## config.mk

```make
export PLATFORM = sky130hd
export DESIGN_NAME = led_dimmer_command_controller_top
export DESIGN_NICKNAME = d
export VERILOG_FILES = /design/src/hw/rtl/ldcc_pkg.sv /design/src/hw/rtl/led_dimmer_command_controller_top.sv
export SDC_FILE = /design/constraint.sdc
export NUM_CORES = 1
export LEC_CHECK = 0
export BUFFER_PORTS_ARGS = -buffer_cell sky130_fd_sc_hd__buf_4
export CORE_ASPECT_RATIO = 0.9
export CORE_MARGIN = 4
export CORE_UTILIZATION = 60
export CTS_CLUSTER_SIZE = 16
export DETAILED_ROUTE_END_ITERATION = 8
export GPL_ROUTABILITY_DRIVEN = 0
export PLACE_DENSITY = 0.77
export SLEW_MARGIN = 20
export SYNTH_ARGS = -nofsm -noshare
export SYNTH_HDL_FRONTEND = slang
export SYNTH_SLANG_ARGS = --single-unit
```

## constraint.sdc

```tcl
create_clock -name clk -period 9.3 [get_ports clk]
set_input_delay 0.465 -clock clk [delete_from_list [all_inputs] [get_ports clk]]
set_output_delay 0.465 -clock clk [all_outputs]
set_load 0.01 [all_outputs]
```

## src/hw/rtl/ldcc_pkg.sv

```systemverilog
`default_nettype none

package ldcc_pkg;

    // Top of the automatic triangle fade, in percent.
    localparam logic [6:0] FADE_TOP = 7'd100;

    // Division of period * level by 100 is done as a multiply by a
    // rounded-up reciprocal and a shift. It is exact for every product
    // below 2^23, which covers a 16-bit period times a 7-bit level.
    localparam int          PROD_W      = 23;
    localparam int          RECIP_SHIFT = 30;
    localparam int          RECIP_W     = 24;
    localparam logic [RECIP_W-1:0] RECIP_100 = 24'd10737419;
    localparam int          QUOT_W      = PROD_W + RECIP_W - RECIP_SHIFT;

    // Characters used by the command parser.
    localparam logic [7:0] CH_DOLLAR = "$";
    localparam logic [7:0] CH_A      = "a";
    localparam logic [7:0] CH_U      = "u";
    localparam logic [7:0] CH_T      = "t";
    localparam logic [7:0] CH_O      = "o";
    localparam logic [7:0] CH_M      = "m";
    localparam logic [7:0] CH_N      = "n";
    localparam logic [7:0] CH_L      = "l";
    localparam logic [7:0] CH_ZERO   = "0";
    localparam logic [7:0] CH_NINE   = "9";

    // Item kinds.
    localparam logic KIND_BYTE = 1'b0;
    localparam logic KIND_TICK = 1'b1;

    // What an item does to the compare value.
    localparam logic [1:0] ACT_KEEP = 2'd0;
    localparam logic [1:0] ACT_ZERO = 2'd1;
    localparam logic [1:0] ACT_LOAD = 2'd2;

    typedef struct packed {
        logic       item_kind;
        logic [7:0] rx_byte;
    } ldcc_in_t;

    typedef struct packed {
        logic [15:0] duty_compare;
        logic        auto_mode;
        logic [6:0]  led_level;
    } ldcc_out_t;

endpackage

`default_nettype wire

```

## src/hw/rtl/led_dimmer_command_controller_top.sv

```systemverilog
`default_nettype none

// LED dimmer command controller. Each input word is either a received serial
// byte or a 10 ms tick, and each one produces exactly one output word with the
// PWM compare value, the mode and the current brightness percentage. Bytes
// drive a parser for '$'-framed commands: "$manual$" in auto mode, "$auto$"
// and "$xxxNN$" in manual mode. Ticks step the auto triangle fade or move the
// manual ramp one step toward its target. The block takes one word per clock
// cycle while in_stall is low. Each word passes through four registers: the
// input register, the parser and level update stage, the period-times-level
// multiplier stage, and the output register, which the divide-by-100
// reciprocal multiplier loads. A stalled output holds the pipeline, and the
// input stalls once all four registers are full. The user must write the
// timer_period register through cfg_write and cfg_data only while no word is
// in flight; the block itself does not enforce this.
module led_dimmer_command_controller_top
    import ldcc_pkg::*;
(
    input  wire logic      clk,
    input  wire logic      rst_n,
    input  wire logic      cfg_write,
    input  wire logic [15:0] cfg_data,
    input  wire logic      in_valid,
    output logic           in_stall,
    input  wire ldcc_in_t  in_data,
    output logic           out_valid,
    input  wire logic      out_stall,
    output ldcc_out_t      out_data
);

    // Configuration register.
    logic [15:0] timer_period_reg;

    // Pipeline registers.
    logic               s1_valid_reg;
    ldcc_in_t           s1_word_reg;
    logic               s2_valid_reg;
    logic               s2_auto_reg;
    logic [6:0]         s2_level_reg;
    logic [1:0]         s2_act_reg;
    logic               s3_valid_reg;
    logic               s3_auto_reg;
    logic [6:0]         s3_level_reg;
    logic [1:0]         s3_act_reg;
    logic [PROD_W-1:0]  s3_prod_reg;
    logic               out_valid_reg;
    ldcc_out_t          out_reg;
    logic [15:0]        compare_reg;

    // Controller state.
    logic       mode_auto_reg,     mode_auto_next;
    logic       frame_open_reg,    frame_open_next;
    logic [2:0] frame_pos_reg,     frame_pos_next;
    logic [7:0] cmd_buf_reg [6];
    logic [7:0] cmd_buf_next [6];
    logic [6:0] target_reg,        target_next;
    logic       restart_reg,       restart_next;
    logic [6:0] ramp_reg,          ramp_next;
    logic       fade_falling_reg,  fade_falling_next;
    logic [6:0] fade_reg,          fade_next;
    logic [1:0] act_next;

    logic adv2, adv3, adv4, in_accept;

    logic [PROD_W-1:0]               prod_next;
    logic [PROD_W+RECIP_W-1:0]       scaled;
    logic [QUOT_W-1:0]               quot;
    logic [15:0]                     duty;
    logic [15:0]                     compare_next;

    // Stage advance: a stage moves when the next one is empty or moving.
    assign adv4      = s3_valid_reg && (!out_valid_reg || !out_stall);
    assign adv3      = s2_valid_reg && (!s3_valid_reg || adv4);
    assign adv2      = s1_valid_reg && (!s2_valid_reg || adv3);
    assign in_stall  = s1_valid_reg && s2_valid_reg && !adv3;
    assign in_accept = in_valid && !in_stall;

    assign out_valid = out_valid_reg;
    assign out_data  = out_reg;

    // Parser and level update for the word in the input register.
    always_comb
    begin
        logic [7:0] b;
        logic [6:0] v;
        logic       buf_write;
        mode_auto_next    = mode_auto_reg;
        frame_open_next   = frame_open_reg;
        frame_pos_next    = frame_pos_reg;
        target_next       = target_reg;
        restart_next      = restart_reg;
        ramp_next         = ramp_reg;
        fade_falling_next = fade_falling_reg;
        fade_next         = fade_reg;
        act_next          = ACT_KEEP;
        buf_write         = 1'b0;
        v                 = 7'd0;
        b                 = s1_word_reg.rx_byte;
        for (int i = 0; i < 6; i++)
        begin
            cmd_buf_next[i] = cmd_buf_reg[i];
        end

        if (s1_word_reg.item_kind == KIND_BYTE)
        begin
            if (mode_auto_reg)
            begin
                if (b == CH_DOLLAR && !frame_open_reg)
                begin
                    frame_open_next = 1'b1;
                end
                else if (frame_open_reg && frame_pos_reg < 3'd6)
                begin
                    buf_write = 1'b1;
                end
                else if (frame_open_reg && b == CH_DOLLAR
                         && cmd_buf_reg[0] == CH_M && cmd_buf_reg[1] == CH_A
                         && cmd_buf_reg[2] == CH_N && cmd_buf_reg[3] == CH_U
                         && cmd_buf_reg[4] == CH_A && cmd_buf_reg[5] == CH_L)
                begin
                    frame_open_next = 1'b0;
                    frame_pos_next  = 3'd0;
                    mode_auto_next  = 1'b0;
                    restart_next    = 1'b1;
                end
                else if (frame_open_reg)
                begin
                    frame_open_next = 1'b0;
                    frame_pos_next  = 3'd0;
                end
            end
            else
            begin
                if (b == CH_DOLLAR && !frame_open_reg)
                begin
                    frame_open_next = 1'b1;
                end
                else if (frame_open_reg && frame_pos_reg < 3'd5)
                begin
                    buf_write = 1'b1;
                end
                else if (frame_open_reg && frame_pos_reg == 3'd5 && b == CH_DOLLAR)
                begin
                    frame_open_next = 1'b0;
                    frame_pos_next  = 3'd0;
                    if (cmd_buf_reg[3] inside {[CH_ZERO:CH_NINE]})
                    begin
                        v = 7'(cmd_buf_reg[3] - CH_ZERO);
                        if (cmd_buf_reg[4] inside {[CH_ZERO:CH_NINE]})
                        begin
                            v = 7'(v * 7'd10 + 7'(cmd_buf_reg[4] - CH_ZERO));
                        end
                        target_next = v;
                    end
                end
                else if (frame_open_reg)
                begin
                    frame_open_next = 1'b0;
                    frame_pos_next  = 3'd0;
                end
            end

            // Store the byte at the current frame position.
            if (buf_write)
            begin
                for (int i = 0; i < 6; i++)
                begin
                    if (frame_pos_reg == 3'(i))
                    begin
                        cmd_buf_next[i] = b;
                    end
                end
                frame_pos_next = 3'(frame_pos_reg + 3'd1);
            end

            // In manual mode an open frame holding "auto$" returns to auto.
            if (!mode_auto_reg && frame_open_next
                && cmd_buf_next[0] == CH_A && cmd_buf_next[1] == CH_U
                && cmd_buf_next[2] == CH_T && cmd_buf_next[3] == CH_O
                && cmd_buf_next[4] == CH_DOLLAR)
            begin
                mode_auto_next  = 1'b1;
                frame_open_next = 1'b0;
                frame_pos_next  = 3'd0;
            end
        end
        else if (!mode_auto_reg)
        begin
            // Manual tick: optional restart, then one step toward the target.
            if (restart_reg)
            begin
                ramp_next    = 7'd0;
                restart_next = 1'b0;
                act_next     = ACT_ZERO;
            end
            if (ramp_next < target_reg)
            begin
                ramp_next = 7'(ramp_next + 7'd1);
                act_next  = ACT_LOAD;
            end
            else if (ramp_next > target_reg)
            begin
                ramp_next = 7'(ramp_next - 7'd1);
                act_next  = ACT_LOAD;
            end
        end
        else
        begin
            // Auto tick: turn at the ends, then step the fade.
            if (!fade_falling_reg && fade_reg == FADE_TOP)
            begin
                fade_falling_next = 1'b1;
            end
            else if (fade_falling_reg && fade_reg == 7'd0)
            begin
                fade_falling_next = 1'b0;
            end
            if (!fade_falling_next)
            begin
                fade_next = 7'(fade_reg + 7'd1);
            end
            else
            begin
                fade_next = 7'(fade_reg - 7'd1);
            end
            act_next = ACT_LOAD;
        end
    end

    // Compare value arithmetic.
    assign prod_next = PROD_W'(timer_period_reg) * PROD_W'(s2_level_reg);
    assign scaled    = (PROD_W+RECIP_W)'(s3_prod_reg) * (PROD_W+RECIP_W)'(RECIP_100);
    assign quot      = scaled[PROD_W+RECIP_W-1:RECIP_SHIFT];
    assign duty      = (quot > QUOT_W'(16'hFFFF)) ? 16'hFFFF : quot[15:0];

    always_comb
    begin
        case (s3_act_reg)
            ACT_ZERO: compare_next = 16'd0;
            ACT_LOAD: compare_next = duty;
            default:  compare_next = compare_reg;
        endcase
    end

    // Configuration register.
    always_ff @(posedge clk or negedge rst_n)
    begin
        if (!rst_n)
        begin
            timer_period_reg <= 16'd99;
        end
        else if (cfg_write)
        begin
            timer_period_reg <= cfg_data;
        end
    end

    // Controller state, updated as a word leaves the input register.
    always_ff @(posedge clk or negedge rst_n)
    begin
        if (!rst_n)
        begin
            mode_auto_reg    <= 1'b1;
            frame_open_reg   <= 1'b0;
            frame_pos_reg    <= 3'd0;
            target_reg       <= 7'd0;
            restart_reg      <= 1'b0;
            ramp_reg         <= 7'd0;
            fade_falling_reg <= 1'b0;
            fade_reg         <= 7'd0;
            for (int i = 0; i < 6; i++)
            begin
                cmd_buf_reg[i] <= 8'd0;
            end
        end
        else if (adv2)
        begin
            mode_auto_reg    <= mode_auto_next;
            frame_open_reg   <= frame_open_next;
            frame_pos_reg    <= frame_pos_next;
            target_reg       <= target_next;
            restart_reg      <= restart_next;
            ramp_reg         <= ramp_next;
            fade_falling_reg <= fade_falling_next;
            fade_reg         <= fade_next;
            for (int i = 0; i < 6; i++)
            begin
                cmd_buf_reg[i] <= cmd_buf_next[i];
            end
        end
    end

    // Pipeline valid bits and the compare value.
    always_ff @(posedge clk or negedge rst_n)
    begin
        if (!rst_n)
        begin
            s1_valid_reg  <= 1'b0;
            s2_valid_reg  <= 1'b0;
            s3_valid_reg  <= 1'b0;
            out_valid_reg <= 1'b0;
            compare_reg   <= 16'd0;
        end
        else
        begin
            if (in_accept)
            begin
                s1_valid_reg <= 1'b1;
            end
            else if (adv2)
            begin
                s1_valid_reg <= 1'b0;
            end

            if (adv2)
            begin
                s2_valid_reg <= 1'b1;
            end
            else if (adv3)
            begin
                s2_valid_reg <= 1'b0;
            end

            if (adv3)
            begin
                s3_valid_reg <= 1'b1;
            end
            else if (adv4)
            begin
                s3_valid_reg <= 1'b0;
            end

            if (adv4)
            begin
                out_valid_reg <= 1'b1;
                compare_reg   <= compare_next;
            end
            else if (!out_stall)
            begin
                out_valid_reg <= 1'b0;
            end
        end
    end

    // Pipeline payload.
    always_ff @(posedge clk)
    begin
        if (in_accept)
        begin
            s1_word_reg <= in_data;
        end
        if (adv2)
        begin
            s2_auto_reg  <= mode_auto_next;
            s2_level_reg <= mode_auto_next ? fade_next : ramp_next;
            s2_act_reg   <= act_next;
        end
        if (adv3)
        begin
            s3_auto_reg  <= s2_auto_reg;
            s3_level_reg <= s2_level_reg;
            s3_act_reg   <= s2_act_reg;
            s3_prod_reg  <= prod_next;
        end
        if (adv4)
        begin
            out_reg.duty_compare <= compare_next;
            out_reg.auto_mode    <= s3_auto_reg;
            out_reg.led_level    <= s3_level_reg;
        end
    end

endmodule

`default_nettype wire
```

==> results of run 1 <==
## cell families (layout without fill, tap and decap cells)
family / after synthesis / in the layout / synth area share
adders and majority gates: 585 / 585 / 0.437
DFF: 188 / 188 / 0.239
and+or+nand+nor: 399 / 399 / 0.0937
AOI/OAI and AO/OA: 274 / 274 / 0.0807
buffers and inverters: 461 / 518 / 0.0824
xor gates and xnor gates: 57 / 57 / 0.0234
muxes: 86 / 86 / 0.0445
## layout by cell type (no fill, tap or decap), types with 11 or more instances in the layout
master / count
dfrtp_1: 107
nand2b_1: 11
nand2_1: 172
nand3_1: 20
mux2_2: 70
buf_4: 58
nor2b_1: 14
ha_1: 318
a21oi_1: 92
nand4_1: 16
clkbuf_16: 18
o21a_1: 11
nor2_1: 42
xnor2_1: 37
fa_1: 267
xor2_1: 20
nor3_1: 16
inv_1: 426
o21ai_0: 67
a21o_1: 28
mux2i_1: 15
edfxtp_1: 76
and2_1: 46
## per-stage QoR
stage                      util  cells
after floorplan               -   2050
after global placement    0.634   2544
after detailed placement  0.634   2544
after CTS                 0.651   2576
after global routing      0.651   2576
final                     0.651   2576
## cell type report
cell class | instances | area, um^2
flip-flops and latches | 188 | 5090
well taps | 469 | 587
multi-input cells | 1401 | 14500
clock buffers | 20 | 468
fillers | 2708 | 12200
clock inverters | 12 | 123
repair buffers | 58 | 435
inverters | 428 | 1610
## worst reg2reg max path, stage by stage (launching register included)
cell and delay (ns):
edfxtp_1 0.67, fa_1 0.58, fa_1 0.53, inv_1 0.05, fa_1 0.47, inv_1 0.05, fa_1 0.52, fa_1 0.44
fa_1 0.54, inv_1 0.06, fa_1 0.53, inv_1 0.04, ha_1 0.32, nand4_1 0.17, nor3_1 0.27, nand4_1 0.14
a221oi_1 0.46, o21ai_2 0.15, a31oi_1 0.28, nor3_2 0.18, nor3_1 0.68, a221oi_1 0.19
## how the worst max path moves through the flow
stage,startpoint,to,slack (ns)
CTS,s3_prod_reg[14],out_data[22],1.33
global route,s3_prod_reg[3],out_data[20],1.26
global placement,s3_prod_reg[14],out_data[22],1.63
detailed placement,s3_prod_reg[14],out_data[22],1.31
floorplan,s3_prod_reg[14],out_data[18],2.51
finish,s3_prod_reg[3],out_data[22],1.69
## per-layer routing
layer  vias up  part of all wire
met5         -                 0
met3        93             0.061
li1       6812                 -
met4         0             0.035
met1      7415              0.44
met2       468              0.46
==> flow_summary.json, run 1 <==
{
  "status": "complete, no violations",
  "final.setup.tns_ns": 0,
  "rows": 65,
  "path_depth": 21,
  "drc": 0,
  "largest_reg_flops": 48,
  "mappedNetlistNets": 2665,
  "clk_latency_ns": 0.45,
  "slew_headroom": 0.366,
  "drtIter0Drc": 1056,
  "wl_per_cell_um": 18.7,
  "pin_count": 56,
  "cts_tree": "yes",
  "yosysTopAreaCell": "fa_1",
  "hold_path.class": "in2async",
  "drive_gt1_frac": 0.0878,
  "worstPathRequired_ns": 9.45,
  "critPathKind": "reg2reg",
  "timing.rr.start": "s3_prod_reg[3]",
  "dp_hpwl_um": 40100,
  "synth_cell_types": 72,
  "fmax_mhz": 131,
  "initial_core_util": 0.609,
  "r2r-end": "out_data[22]",
  "cts_buffers": 17,
  "clk_path_buf_depth": 2,
  "numPortBuffers": 55,
  "cts_setup_buffers": 0,
  "drtAntennaViolNets": 0,
  "core_area_mm2": 0.0351,
  "worstRegToRegCells": 21,
  "synth_edf_count": 76,
  "drt_pre_antenna_iters": 6,
  "grt_pass1_wl_um": 79400,
  "via_count": 14800,
  "synth_common_cells": "inv_1 (426), ha_1 (318), fa_1 (267)",
  "setup_viol": 0,
  "busiest_layer": "met2",
  "crit_top_cell": "fa_1",
  "global_route.usage.met3": 0.0456,
  "pre_cts_ws_ns": 1.31,
  "placed_area_mm2": 0.0222,
  "clock-sinks": 188,
  "cp_max_fo": 11,
  "antenna_found_initial": 0,
  "ys_warn_count": 0,
  "final.min_clock_period_ns": 7.61,
  "yosysSeqAreaShare": 0.239,
  "die_y_um": 187,
  "met2_usage": 0.401,
  "synthTopCellsByArea": "fa_1 (25%), ha_1 (19%), dfrtp_1 (13%), edfxtp_1 (11%), inv_1 (7.5%)",
  "finClkSkew_ns": 0.0138,
  "overflow": 0,
  "slowest_stage": "edfxtp_1",
  "fin_crit_sh": 0.819,
  "crit_family": "adder cells",
  "syn_area_per_cell_um2": 10.4,
  "drv_slew": 0,
  "synth_cells": 2050,
  "end_kind": "flop",
  "ctsRootBufferMaster": "clkbuf_16",
  "arrival_ns": 7.76,
  "worst_pin_slew_ns": 0.949,
  "post_cts_resized": 0,
  "num_antenna_cells": 0,
  "rsz0062_at_grt": "false",
  "clkTransAtPathRegs_ns": 0.07,
  "die-area_mm2": 0.0387,
  "start_kind": "flop",
  "ys_async_sr_fraction": 0.596,
  "grt_max_degree": 61,
  "grt_pass1_vias": 15500,
  "setup_ws_ns": 1.69,
  "final_nets": 2709,
  "synth_seq_cells": 188,
  "final_area_mm2": 0.0228,
  "rrSetupSlack_ns": 1.69,
  "worstPathCellList": "fa_1, fa_1, inv_1, fa_1, inv_1, fa_1, fa_1, fa_1, inv_1, fa_1, inv_1, ha_1, nand4_1, nor3_1, nand4_1, a221oi_1, o21ai_2, a31oi_1, nor3_2, nor3_1, a221oi_1",
  "synth_flop_cell": "dfrtp_1",
  "area_delta_synth_final_pct": 6.91,
  "hold-worst-slack_ns": 0.0847,
  "maxCapViolations": 0,
  "yosys.area.top_type_share": 0.250,
  "synth.cell_area_mm2": 0.0213,
  "cpPeakStageDelay_ns": 0.67,
  "die_x_um": 207,
  "use_met1": 0.369,
  "hold_buffers": 0,
  "cts_max_level": 4,
  "synthMostInstantiatedCell": "inv_1",
  "wirelength_um": 48200,
  "viasPerCell": 5.74,
  "hold_viol": 0,
  "path_buf_inv": 4,
  "grt_usage": 0.258
}
Power of run 1 is left out: the tool's default activity adds up to more than one toggle a clock period on the data nets, which glitch-free logic cannot reach.
==> run 2: changes to the inputs <==
Settings changed: CORE_UTILIZATION 60 to 59, PLACE_DENSITY 0.77 to 0.79.
Clock period 9.3 ns to 7 ns, I/O delays scaled along.
==> run 2 against run 1 <==
Clock-buffer cell count shrank 1. Maximum frequency is 11% higher. Register-to-register slack worse by 1.5 ns. Non-clock buffer count is 39 higher. Via count is 2.0% higher. Critical path depth grew 3. Design area is 2.1% higher. Core utilization grew 0.76 points. First-iteration DRC count is 5.8% higher.
==> flow_summary.json, run 2 (synthesis gave the netlist of run 1 again) <==
{
  "numPortBuffers": 55,
  "final_common_cell": "inv_1",
  "regArea_mm2": 0.00509,
  "drc": 0,
  "fin_crit_sh": 0.976,
  "largest_reg_flops": 48,
  "end_kind": "flop",
  "worst_pin_slew_ns": 1.02,
  "final_nets": 2748,
  "via_count": 15100,
  "final.setup.tns_ns": 0,
  "drtAntennaViolNets": 0,
  "critPathKind": "reg2reg",
  "final.min_clock_period_ns": 6.83,
  "worstPathRequired_ns": 7.21,
  "hold_viol": 0,
  "fill_cells": 2663,
  "cts_buffers": 17,
  "arrival_ns": 7.04,
  "wl_per_cell_um": 19.1,
  "start_kind": "flop",
  "cts_max_level": 4,
  "area_delta_synth_final_pct": 9.16,
  "cp_max_fo": 10,
  "maxCapViolations": 0,
  "overflow": 0,
  "ctsRootBufferMaster": "clkbuf_16",
  "setup_viol": 0,
  "post-route-util": 0.659,
  "placed_area_mm2": 0.0224,
  "drtIter0Drc": 1117,
  "rsz0062_at_grt": "true",
  "final_cell_mix": "inv_1 (424), ha_1 (312), fa_1 (265), nand2_1 (171), dfrtp_1 (107)",
  "final_area_mm2": 0.0233,
  "grt_usage": 0.258,
  "drive_gt1_frac": 0.115,
  "die_y_um": 188,
  "status": "complete, no violations",
  "die-area_mm2": 0.0393,
  "grt_max_degree": 71,
  "drt_pre_antenna_iters": 5,
  "slew_headroom": 0.319,
  "clk_latency_ns": 0.46,
  "pin_count": 56,
  "cts_tree": "yes",
  "clock-sinks": 188,
  "clkTransAtPathRegs_ns": 0.08,
  "multi_input_area_mm2": 0.0147,
  "grt_pass1_vias": 15700,
  "core_area_mm2": 0.0354,
  "fmax_mhz": 146,
  "viasPerCell": 5.77,
  "hold_path.class": "in2reg",
  "die_x_um": 208,
  "initial_core_util": 0.603,
  "wirelength_um": 49800,
  "clk_path_buf_depth": 2,
  "rrSetupSlack_ns": 0.17,
  "grt_pass1_wl_um": 81400,
  "drv_slew": 0,
  "antenna_found_initial": 0,
  "rows": 65,
  "dp_hpwl_um": 40400,
  "finClkSkew_ns": 0.0205
}
[run 2: per-stage QoR]
stage | std cells | hold slack [ns] | setup WS (ns)
detailed placement | 2565 | 0.399 | -0.196
global placement | 2565 | 0.393 | 0.00644
global route | 2615 | 0.0417 | -0.0575
finish | 2616 | 0.0600 | 0.170
CTS | 2598 | 0.0444 | 0.0171
floorplan | 2050 | 0.0544 | 0.211
[run 2: path summary, 6_finish.rpt]
check / start / endpoint / depth (start not counted)
setup / recovery: s3_prod_reg[7] / out_data[18] / 24
hold / removal: in_data[8] / s1_word_reg[8] / 1
setup reg to reg: s3_prod_reg[7] / out_data[18] / 24
hold reg to reg: s3_level_reg[2] / out_data[2] / 0
max in group asynchronous: rst_n / compare_reg[11] / 3
min in group asynchronous: rst_n / s2_valid_reg / 2
[run 2: final cells by class]
cell class	instances	area share
Multi-Input combinational cell	1401	0.629
Sequential cell	188	0.219
Inverter	428	0.0690
Timing Repair Buffer	97	0.0317
Tap cell	469	0.0252
Clock buffer	19	0.0190
Clock inverter	13	0.00741
Antenna cell	1	0.000107
[run 2: per-layer routing]
layer  up-vias  track usage  share of wire
met1      7567        0.366           0.43
met4         0       0.0748          0.030
met3       115       0.0518          0.068
li1       6915            -              -
met2       491        0.408           0.47
met5         -            0              0
[run 2: worst max-delay path, stage by stage (launching register included)]
cell,delay [ns]
edfxtp_1,0.49
fa_1,0.52
inv_1,0.09
fa_1,0.51
inv_1,0.05
fa_1,0.52
fa_1,0.53
inv_1,0.05
fa_1,0.46
fa_1,0.54
inv_1,0.05
fa_1,0.52
inv_1,0.06
ha_4,0.28
nand2_2,0.07
nor3_2,0.20
nand4_1,0.16
a221oi_2,0.20
buf_4,0.16
o21ai_2,0.08
a31oi_2,0.21
nor3_2,0.09
buf_4,0.18
a311o_1,0.35
a22o_1,0.20
[run 2: what timing repair did]
action	CTS	global route
pin swaps	0	17
setup endpoints to repair	7	32
buffers inserted	0	17
hold buffers	1	0
endpoints found under the hold margin	37	0
gates resized for setup	1	28
Power of run 2 is left out for the same reason.
